File: config.mk
export PLATFORM = sky130hd
export DESIGN_NAME = pointer_ballistics_clamp
export DESIGN_NICKNAME = d
export VERILOG_FILES = /design/src/rtl/pbc_pkg.sv /design/src/rtl/pbc_regs.sv /design/src/rtl/pbc_ctrl.sv /design/src/rtl/pbc_dp.sv /design/src/rtl/pointer_ballistics_clamp.sv
export VERILOG_INCLUDE_DIRS = /design/src /design/src/rtl
export SDC_FILE = /design/constraint.sdc
export NUM_CORES = 1
export LEC_CHECK = 0
export ABC_CLOCK_PERIOD_IN_PS = 10800
export BUFFER_PORTS_ARGS = -buffer_cell sky130_fd_sc_hd__clkbuf_2
export CAP_MARGIN = 30
export CORE_AREA = 2 2 229 175
export DETAILED_ROUTE_END_ITERATION = 10
export DIE_AREA = 0 0 231 177
export GPL_TIMING_DRIVEN = 1
export PLACE_DENSITY = 0.81
export SLEW_MARGIN = 25
export SYNTH_ARGS = -nofsm -noshare
export SYNTH_HDL_FRONTEND = slang
export SYNTH_SLANG_ARGS = --single-unit
File: constraint.sdc
create_clock -name clk -period 10.8 [get_ports clk]
set_clock_uncertainty 0.2 [all_clocks]
set_input_delay 1.08 -clock clk [delete_from_list [all_inputs] [get_ports clk]]
set_output_delay 1.08 -clock clk [all_outputs]
set_load 0.05 [all_outputs]
File: src/rtl/pointer_ballistics_clamp_macros.svh
`ifndef POINTER_BALLISTICS_CLAMP_MACROS_SVH
`define POINTER_BALLISTICS_CLAMP_MACROS_SVH

// same-cycle implication, sampled on clk, off during rst
`define PBC_ASSERT_NOW(label, ante, cons, msg) \
  label: assert property (@(posedge clk) disable iff (rst) (ante) |-> (cons)) \
    else $error(msg);

// next-cycle implication
`define PBC_ASSERT_NEXT(label, ante, cons, msg) \
  label: assert property (@(posedge clk) disable iff (rst) (ante) |=> (cons)) \
    else $error(msg);

`endif

File: src/rtl/pbc_pkg.sv
package pbc_pkg;

  localparam int DELTA_W  = 16;
  localparam int THR_W    = 16;
  localparam int GAIN_W   = 4;
  localparam int SCALE_W  = 8;
  localparam int CUR_W    = 12;
  localparam int BYTE_W   = 8;
  localparam int IDX_W    = 3;
  localparam int DATA_W   = 16;
  localparam int PROD_W   = 21;
  localparam int MAG_W    = 20;
  localparam int REM_W    = 9;
  localparam int SUMPOS_W = 23;

  localparam int POS_BITS_DEF = 12;

  localparam int DIV_STEPS = MAG_W;
  localparam int CNT_W     = $clog2(DIV_STEPS);

  localparam int RST_THRESHOLD = 4;
  localparam int RST_GAIN      = 2;
  localparam int RST_SCALE     = 1;
  localparam int RST_WIDTH     = 1024;
  localparam int RST_HEIGHT    = 600;
  localparam int CENTER_DIV    = 2;

  localparam logic [CUR_W-1:0] POS_X_RST = CUR_W'(RST_WIDTH / CENTER_DIV);
  localparam logic [CUR_W-1:0] POS_Y_RST = CUR_W'(RST_HEIGHT / CENTER_DIV);

  typedef enum logic [IDX_W-1:0] {
    REG_THRESHOLD = 3'd0,
    REG_GAIN      = 3'd1,
    REG_SCALE_X   = 3'd2,
    REG_SCALE_Y   = 3'd3,
    REG_WIDTH     = 3'd4,
    REG_HEIGHT    = 3'd5
  } reg_idx_t;

  typedef enum logic [2:0] {
    S_IDLE,
    S_PREP,
    S_LOAD,
    S_DIV,
    S_FIN
  } state_t;

  typedef struct packed {
    logic [THR_W-1:0]   threshold;
    logic [GAIN_W-1:0]  gain;
    logic [SCALE_W-1:0] scale_x;
    logic [SCALE_W-1:0] scale_y;
    logic [CUR_W-1:0]   width;
    logic [CUR_W-1:0]   height;
  } cfg_t;

  typedef struct packed {
    logic capture;
    logic prep;
    logic load;
    logic step;
    logic finish;
  } cmd_t;

  typedef struct packed {
    logic out_free;
  } sts_t;

endpackage

File: src/rtl/pbc_regs.sv
module pbc_regs (
  input  logic                        clk,
  input  logic                        rst,
  input  logic                        cfg_valid,
  output logic                        cfg_ready,
  input  logic [pbc_pkg::IDX_W-1:0]   cfg_index,
  input  logic [pbc_pkg::DATA_W-1:0]  cfg_data,
  output pbc_pkg::cfg_t               cfg
);

  assign cfg_ready = 1'b1;

  always_ff @(posedge clk) begin
    if (rst) begin
      cfg.threshold <= pbc_pkg::THR_W'(pbc_pkg::RST_THRESHOLD);
      cfg.gain      <= pbc_pkg::GAIN_W'(pbc_pkg::RST_GAIN);
      cfg.scale_x   <= pbc_pkg::SCALE_W'(pbc_pkg::RST_SCALE);
      cfg.scale_y   <= pbc_pkg::SCALE_W'(pbc_pkg::RST_SCALE);
      cfg.width     <= pbc_pkg::CUR_W'(pbc_pkg::RST_WIDTH);
      cfg.height    <= pbc_pkg::CUR_W'(pbc_pkg::RST_HEIGHT);
    end else if (cfg_valid) begin
      case (pbc_pkg::reg_idx_t'(cfg_index))
        pbc_pkg::REG_THRESHOLD: cfg.threshold <= cfg_data[pbc_pkg::THR_W-1:0];
        pbc_pkg::REG_GAIN:      cfg.gain      <= cfg_data[pbc_pkg::GAIN_W-1:0];
        pbc_pkg::REG_SCALE_X:   cfg.scale_x   <= cfg_data[pbc_pkg::SCALE_W-1:0];
        pbc_pkg::REG_SCALE_Y:   cfg.scale_y   <= cfg_data[pbc_pkg::SCALE_W-1:0];
        pbc_pkg::REG_WIDTH:     cfg.width     <= cfg_data[pbc_pkg::CUR_W-1:0];
        pbc_pkg::REG_HEIGHT:    cfg.height    <= cfg_data[pbc_pkg::CUR_W-1:0];
        default: ;
      endcase
    end
  end

endmodule

File: src/rtl/pbc_ctrl.sv
`include "pointer_ballistics_clamp_macros.svh"

module pbc_ctrl (
  input  logic           clk,
  input  logic           rst,
  input  logic           in_valid,
  output logic           in_ready,
  input  pbc_pkg::sts_t  sts,
  output pbc_pkg::cmd_t  cmd
);

  localparam logic [pbc_pkg::CNT_W-1:0] LAST = pbc_pkg::CNT_W'(pbc_pkg::DIV_STEPS - 1);

  pbc_pkg::state_t state, state_next;
  logic [pbc_pkg::CNT_W-1:0] cnt, cnt_next;

  always_ff @(posedge clk) begin
    if (rst) begin
      state <= pbc_pkg::S_IDLE;
      cnt   <= '0;
    end else begin
      state <= state_next;
      cnt   <= cnt_next;
    end
  end

  always_comb begin
    state_next = state;
    cnt_next   = cnt;
    cmd        = '0;
    in_ready   = 1'b0;
    case (state)
      pbc_pkg::S_IDLE: begin
        in_ready = 1'b1;
        if (in_valid) begin
          cmd.capture = 1'b1;
          state_next  = pbc_pkg::S_PREP;
        end
      end
      pbc_pkg::S_PREP: begin
        cmd.prep   = 1'b1;
        state_next = pbc_pkg::S_LOAD;
      end
      pbc_pkg::S_LOAD: begin
        cmd.load   = 1'b1;
        cnt_next   = '0;
        state_next = pbc_pkg::S_DIV;
      end
      pbc_pkg::S_DIV: begin
        cmd.step = 1'b1;
        cnt_next = cnt + 1'b1;
        if (cnt == LAST) begin
          state_next = pbc_pkg::S_FIN;
        end
      end
      pbc_pkg::S_FIN: begin
        if (sts.out_free) begin
          cmd.finish = 1'b1;
          state_next = pbc_pkg::S_IDLE;
        end
      end
      default: state_next = pbc_pkg::S_IDLE;
    endcase
  end

  `PBC_ASSERT_NEXT(a_accept_starts, in_valid && in_ready, state == pbc_pkg::S_PREP && !in_ready, "accepted word did not start work")
  `PBC_ASSERT_NEXT(a_div_ends, state == pbc_pkg::S_DIV && cnt == LAST, state == pbc_pkg::S_FIN, "divide did not end after last step")
  `PBC_ASSERT_NEXT(a_fin_holds, state == pbc_pkg::S_FIN && !sts.out_free, state == pbc_pkg::S_FIN, "result dropped while output busy")

endmodule

File: src/rtl/pbc_dp.sv
`include "pointer_ballistics_clamp_macros.svh"

module pbc_dp #(
  parameter int POS_BITS = pbc_pkg::POS_BITS_DEF
) (
  input  logic                               clk,
  input  logic                               rst,
  input  pbc_pkg::cfg_t                      cfg,
  input  pbc_pkg::cmd_t                      cmd,
  output pbc_pkg::sts_t                      sts,
  input  logic signed [pbc_pkg::DELTA_W-1:0] delta_x,
  input  logic signed [pbc_pkg::DELTA_W-1:0] delta_y,
  input  logic [pbc_pkg::BYTE_W-1:0]         button_bits,
  input  logic signed [pbc_pkg::BYTE_W-1:0]  wheel_step,
  input  logic signed [pbc_pkg::BYTE_W-1:0]  wheel_side,
  output logic                               out_valid,
  input  logic                               out_ready,
  output logic [pbc_pkg::CUR_W-1:0]          cursor_x,
  output logic [pbc_pkg::CUR_W-1:0]          cursor_y,
  output logic [pbc_pkg::BYTE_W-1:0]         buttons_out,
  output logic signed [pbc_pkg::BYTE_W-1:0]  wheel_out,
  output logic signed [pbc_pkg::BYTE_W-1:0]  wheel_side_out
);

  localparam int CW = pbc_pkg::CUR_W;
  localparam int PW = pbc_pkg::PROD_W;
  localparam int MW = pbc_pkg::MAG_W;
  localparam int RW = pbc_pkg::REM_W;
  localparam int SW = pbc_pkg::SCALE_W;
  localparam int DW = pbc_pkg::DELTA_W;
  localparam int BW = pbc_pkg::BYTE_W;
  localparam int QW = pbc_pkg::SUMPOS_W;
  localparam logic [CW-1:0] PMAX =
    (POS_BITS >= CW) ? {CW{1'b1}} : CW'((1 << POS_BITS) - 1);

  // one restoring step: {quotient bit, new partial remainder}
  function automatic logic [SW:0] div_try(logic [SW-1:0] r, logic qb, logic [SW-1:0] d);
    logic [SW:0] t;
    logic [SW:0] res;
    t = {r, qb};
    if (t >= {1'b0, d}) begin
      res = {1'b1, SW'(t - {1'b0, d})};
    end else begin
      res = {1'b0, t[SW-1:0]};
    end
    return res;
  endfunction

  function automatic logic [CW-1:0] move(logic [CW-1:0] pos, logic neg, logic [MW-1:0] q,
                                         logic [CW-1:0] top);
    logic signed [QW-1:0] qs;
    logic signed [QW-1:0] p;
    logic [CW-1:0] res;
    qs = neg ? -$signed({{(QW-MW){1'b0}}, q}) : $signed({{(QW-MW){1'b0}}, q});
    p  = $signed({{(QW-CW){1'b0}}, pos}) + qs;
    if (p < 0) begin
      res = '0;
    end else if (p > $signed({{(QW-CW){1'b0}}, top})) begin
      res = top;
    end else begin
      res = p[CW-1:0];
    end
    return res;
  endfunction

  logic signed [DW-1:0] dx, dy;
  logic [BW-1:0]        btn;
  logic signed [BW-1:0] wst, wsd;
  logic signed [PW-1:0] prod_x, prod_y;
  logic [MW-1:0]        qx, qy;
  logic [SW-1:0]        rx, ry;
  logic [SW-1:0]        dv_x, dv_y;
  logic                 neg_x, neg_y;
  logic signed [RW-1:0] rem_x, rem_y;
  logic [CW-1:0]        pos_x, pos_y;

  logic [DW:0]          mag_x, mag_y;
  logic [DW+1:0]        mag_sum;
  logic [pbc_pkg::GAIN_W-1:0] g;
  logic signed [PW-1:0] sum_x, sum_y;
  logic [SW:0]          tx, ty;
  logic [CW-1:0]        top_x, top_y;

  assign mag_x   = dx[DW-1] ? -{dx[DW-1], dx} : {dx[DW-1], dx};
  assign mag_y   = dy[DW-1] ? -{dy[DW-1], dy} : {dy[DW-1], dy};
  assign mag_sum = {1'b0, mag_x} + {1'b0, mag_y};
  assign g = (mag_sum > {2'b0, cfg.threshold}) ? cfg.gain : pbc_pkg::GAIN_W'(1);

  assign sum_x = prod_x + {{(PW-RW){rem_x[RW-1]}}, rem_x};
  assign sum_y = prod_y + {{(PW-RW){rem_y[RW-1]}}, rem_y};

  assign tx = div_try(rx, qx[MW-1], dv_x);
  assign ty = div_try(ry, qy[MW-1], dv_y);

  assign top_x = (cfg.width  > PMAX) ? PMAX : cfg.width;
  assign top_y = (cfg.height > PMAX) ? PMAX : cfg.height;

  always_ff @(posedge clk) begin
    if (cmd.capture) begin
      dx  <= delta_x;
      dy  <= delta_y;
      btn <= button_bits;
      wst <= wheel_step;
      wsd <= wheel_side;
    end
    if (cmd.prep) begin
      prod_x <= $signed({{(PW-DW){dx[DW-1]}}, dx}) * $signed({{(PW-pbc_pkg::GAIN_W){1'b0}}, g});
      prod_y <= $signed({{(PW-DW){dy[DW-1]}}, dy}) * $signed({{(PW-pbc_pkg::GAIN_W){1'b0}}, g});
    end
    if (cmd.load) begin
      neg_x <= sum_x[PW-1];
      neg_y <= sum_y[PW-1];
      qx    <= sum_x[PW-1] ? MW'(-sum_x) : MW'(sum_x);
      qy    <= sum_y[PW-1] ? MW'(-sum_y) : MW'(sum_y);
      rx    <= '0;
      ry    <= '0;
      dv_x  <= (cfg.scale_x == '0) ? SW'(1) : cfg.scale_x;
      dv_y  <= (cfg.scale_y == '0) ? SW'(1) : cfg.scale_y;
    end
    if (cmd.step) begin
      qx <= {qx[MW-2:0], tx[SW]};
      qy <= {qy[MW-2:0], ty[SW]};
      rx <= tx[SW-1:0];
      ry <= ty[SW-1:0];
    end
    if (cmd.finish) begin
      buttons_out    <= btn;
      wheel_out      <= wst;
      wheel_side_out <= wsd;
    end
  end

  always_ff @(posedge clk) begin
    if (rst) begin
      pos_x     <= pbc_pkg::POS_X_RST;
      pos_y     <= pbc_pkg::POS_Y_RST;
      rem_x     <= '0;
      rem_y     <= '0;
      out_valid <= 1'b0;
    end else begin
      if (cmd.finish) begin
        pos_x     <= move(pos_x, neg_x, qx, top_x);
        pos_y     <= move(pos_y, neg_y, qy, top_y);
        rem_x     <= neg_x ? -$signed({1'b0, rx}) : $signed({1'b0, rx});
        rem_y     <= neg_y ? -$signed({1'b0, ry}) : $signed({1'b0, ry});
        out_valid <= 1'b1;
      end else if (out_ready) begin
        out_valid <= 1'b0;
      end
    end
  end

  assign sts.out_free = !out_valid || out_ready;
  assign cursor_x = pos_x;
  assign cursor_y = pos_y;

  `PBC_ASSERT_NEXT(a_finish_valid, cmd.finish, out_valid, "result not presented after finish")
  `PBC_ASSERT_NEXT(a_clamped, cmd.finish, cursor_x <= top_x && cursor_y <= top_y, "cursor outside screen")
  `PBC_ASSERT_NEXT(a_rem_bound, cmd.finish, RW'(rem_x[RW-1] ? -rem_x : rem_x) < {1'b0, dv_x} && RW'(rem_y[RW-1] ? -rem_y : rem_y) < {1'b0, dv_y}, "remainder not below scale")

endmodule

File: src/rtl/pointer_ballistics_clamp.sv
// Mouse report to cursor position with threshold acceleration. A word is
// accepted only while the block is idle, and the next word can be taken once
// the result of the last one is committed. A report passes through capture,
// gain multiply, accumulate, the per-axis remainder divider, which resolves
// one quotient bit per cycle (both axes side by side), and clamp/commit.
// A finished result sits in the output register, so a new report is accepted
// while it waits; the commit of that next report waits until the result is
// taken. The cursor starts at the center of the reset screen (512, 300).
// Registers are written through cfg_index/cfg_data at any time cfg_ready is
// high (always); write them only when the block is idle. A scale of zero acts
// as one; indexes above 5 are ignored.
module pointer_ballistics_clamp #(
  parameter int POS_BITS = pbc_pkg::POS_BITS_DEF
) (
  input  logic                               clk,
  input  logic                               rst,
  input  logic                               cfg_valid,
  output logic                               cfg_ready,
  input  logic [pbc_pkg::IDX_W-1:0]          cfg_index,
  input  logic [pbc_pkg::DATA_W-1:0]         cfg_data,
  input  logic                               in_valid,
  output logic                               in_ready,
  input  logic signed [pbc_pkg::DELTA_W-1:0] delta_x,
  input  logic signed [pbc_pkg::DELTA_W-1:0] delta_y,
  input  logic [pbc_pkg::BYTE_W-1:0]         button_bits,
  input  logic signed [pbc_pkg::BYTE_W-1:0]  wheel_step,
  input  logic signed [pbc_pkg::BYTE_W-1:0]  wheel_side,
  output logic                               out_valid,
  input  logic                               out_ready,
  output logic [pbc_pkg::CUR_W-1:0]          cursor_x,
  output logic [pbc_pkg::CUR_W-1:0]          cursor_y,
  output logic [pbc_pkg::BYTE_W-1:0]         buttons_out,
  output logic signed [pbc_pkg::BYTE_W-1:0]  wheel_out,
  output logic signed [pbc_pkg::BYTE_W-1:0]  wheel_side_out
);

  pbc_pkg::cfg_t cfg;
  pbc_pkg::cmd_t cmd;
  pbc_pkg::sts_t sts;

  pbc_regs u_regs (
    .clk       (clk),
    .rst       (rst),
    .cfg_valid (cfg_valid),
    .cfg_ready (cfg_ready),
    .cfg_index (cfg_index),
    .cfg_data  (cfg_data),
    .cfg       (cfg)
  );

  pbc_ctrl u_ctrl (
    .clk      (clk),
    .rst      (rst),
    .in_valid (in_valid),
    .in_ready (in_ready),
    .sts      (sts),
    .cmd      (cmd)
  );

  pbc_dp #(
    .POS_BITS (POS_BITS)
  ) u_dp (
    .clk            (clk),
    .rst            (rst),
    .cfg            (cfg),
    .cmd            (cmd),
    .sts            (sts),
    .delta_x        (delta_x),
    .delta_y        (delta_y),
    .button_bits    (button_bits),
    .wheel_step     (wheel_step),
    .wheel_side     (wheel_side),
    .out_valid      (out_valid),
    .out_ready      (out_ready),
    .cursor_x       (cursor_x),
    .cursor_y       (cursor_y),
    .buttons_out    (buttons_out),
    .wheel_out      (wheel_out),
    .wheel_side_out (wheel_side_out)
  );

endmodule
==> metrics.txt <==
dominant synthesized flop cell=edfxtp_1; CTS tree=yes; Die Span Y=177 um; largest net degree at the start of global routing=75; initial antenna violation count=0; Slew @ Worst Pin=973 ps; die area=40900 sq um; most common cell after layout, fill and taps aside=nand2_1; Site Rows=63; drt via density=6.10; Post-route DRC=0; Clock Tree Root=clkbuf_16; all-layer global routing usage=29.1%; clk slew on worst S/H paths=60 ps; Die X=231 um; Placement Setup Slack=531 ps; antenna diode count=0; crit-path max FO=35; hold_sp=u_dp.btn[2]$_DFFE_PP_; Register-to-Register Path Depth=39; IO Pins=131; Peak VDD IR=143 uV; first-pass GRT wire length=95900 um; Synth Area in Adders=17.9%; CP top delay family=compound AO/OA/AOI/OAI gates; core area=38800 sq um; static leakage=0.0114 uW; Setup-failing EPs final=0; Post-Route WL=61000 um; Via Count=20100; clk_lat worst skew=530 ps; CP peak stage delay=540 ps; Crit-path slowest cell=fa_1; Pre-Repair DR Iteration Count=8; Initial Util=61.9%; final hold viol count=0; crit path from=u_dp.dx[2]$_DFFE_PP_; Starting DRT DRC Count=1761; #FFs+latches synth=307; XOR/XNOR Fraction of Synth Area=7.69%; dpl hpwl=46600 um; most frequent cells in the layout=285 x nand2_1, 243 x inv_1, 226 x ha_1; CP Launch Type=register; post-synth cell types=77; GPL Wtd Cong=0.953; R2R setup slack=720 ps; layout net count=3137; Syn Inst Count=2679; mux cell area share after synthesis=1.47%; CTS Sinks=307; Hold Path Sink=u_dp.buttons_out[2]$_DFFE_PP_; Mapped Area=24000 sq um; EDFF count, synth=196; Synth Area in Simple Gates=18.6%; syn avg cell area=8.96 sq um; setup TNS=0 ps; Worst EP arrival=10150 ps; Seq/Total Area, Yosys=33.8%; CTS Buffer Depth=3; Port Buffers=129; final setup margin=723 ps; Hold Crit Depth=0; largest family of logic cells by synthesized area=simple AND/OR/NAND/NOR gates; area delta synth->final=9.02%; RSZ-0062 raised after global routing=no; maxcap violations=0; Max Clock Freq=0.0992 GHz; Synth Warn #=0; final cycle utilization of the critical path=93.3%; PwrDens=154 nW/um^2; Worst slew margin=35.1%; ANT nets after route=0; CP Class=reg -> reg; Worst Hold Class=reg -> reg; status=finished clean; Final min period=10080 ps; Post-synth ARST share=0%; H-Tree Depth=2; Critical R2R Capture=u_dp.prod_x[20]$_DFFE_PP_; layout cells sized above 1=8.67%; FF-to-FF Start=u_dp.dx[2]$_DFFE_PP_; fin. max-slew vios=0; Bufs and invs on worst path=4; Worst EP required=10870 ps; total CTS buffers=35; vias in the first global route=18800; Synth Area in Compound Gates=15.0%; crit end category=register; DR WL/cell=18.5 um; Overflow after GRT=0
-- power by group --
part	internal [uW]	total, uW	switching (uW)
Sequential	1390	1480	90.1
Combinational	590	1440	855
Clock	623	1110	483
-- Yosys cell counts (all sizes together) (8+ instances only) --
cell type / n / area share [%]
o21ai: 134 / 2.8
nor3: 47 / 0.98
a211o: 10 / 0.36
buf: 8 / 0.17
nand4: 30 / 0.78
a21o: 35 / 1.1
nor4: 21 / 0.57
ha: 226 / 12
o311ai: 10 / 0.36
nor2: 178 / 2.8
o21a: 19 / 0.59
nand3: 45 / 0.94
xnor2: 131 / 4.8
a21boi: 11 / 0.34
dfxtp: 111 / 9.3
fa: 73 / 6.1
o41ai: 14 / 0.51
o211ai: 10 / 0.31
nand3b: 12 / 0.38
or3: 34 / 0.89
nand2b: 34 / 0.89
or4: 13 / 0.44
mux2i: 32 / 1.3
and3: 115 / 3.0
a21oi: 178 / 3.7
a211oi: 33 / 1.0
and2: 28 / 0.73
a31oi: 19 / 0.49
xor2: 79 / 2.9
o31ai: 27 / 0.90
or2: 13 / 0.34
clkbuf: 104 / 1.6
nor2b: 30 / 0.78
inv: 244 / 3.8
edfxtp: 196 / 25
nand2: 286 / 4.5
-- timing repair --
item | in CTS | in global routing
hold buffers | 0 | 0
resized for setup | 0 | 3
endpoints found under the setup margin | 0 | 2
buffers inserted | 0 | 1
-- stage by stage --
stage	std cells	hold slack (ps)	power [uW]	cell area [sq um]	util (%)
after CTS	3293	219	4010	26100	67.2
after detailed placement	3233	205	2900	25000	64.5
after global placement	3232	200	2840	25000	64.5
after global routing	3301	225	4260	26200	67.5
final	3301	220	4030	26200	67.5
after floorplan	2680	200	2550	24000	-
-- flip-flops by register name, summed over array words and instances (netlist names), 9 cells and up --
name           cells
u_dp.prod_y       21
u_dp.cursor_y     12
u_dp.prod_x       21
u_dp.cursor_x     12
u_dp.dy           16
u_dp.qy           20
u_dp.rem_y         9
u_regs.cfg        60
u_dp.qx           20
u_dp.dx           16
u_dp.rem_x         9
-- worst max-delay path by stage --
| stage | endpoint | depth (start not counted) |
|---|---|---|
| finish | u_dp.prod_x[20]$_DFFE_PP_ | 39 |
| global route | u_dp.prod_y[20]$_DFFE_PP_ | 39 |
| CTS | u_dp.prod_x[20]$_DFFE_PP_ | 38 |
| detailed placement | u_dp.prod_x[20]$_DFFE_PP_ | 38 |
| global placement | u_dp.prod_x[20]$_DFFE_PP_ | 38 |
| floorplan | u_dp.prod_x[20]$_DFFE_PP_ | 40 |
-- final cells by class --
| cell class | instances | area (sq um) |
|---|---|---|
| clock buffers | 46 | 957 |
| repair buffers | 153 | 851 |
| well taps | 520 | 651 |
| inverters | 245 | 920 |
| multi-input cells | 2016 | 14600 |
| fillers | 3089 | 12600 |
| clock inverters | 14 | 78.8 |
| flip-flops and latches | 307 | 8110 |
-- metal layers --
layer,up-vias,global-route usage (%),share of wire [%]
li1,9624,-,-
met1,9590,39.9,44
met2,783,45.8,44
met3,138,6.52,8.9
met4,0,9.65,3.2
met5,-,0,0
-- cell families after synthesis --
group | count (synthesis)
AND/OR/NAND/NOR | 903
AO/OA/AOI/OAI | 566
buffers and inverters | 357
flip-flops | 307
adder cells (fa/ha/maj) | 299
XOR/XNOR | 210
multiplexers | 35
other | 2
Note: power is estimated with default switching activity, not from simulation.
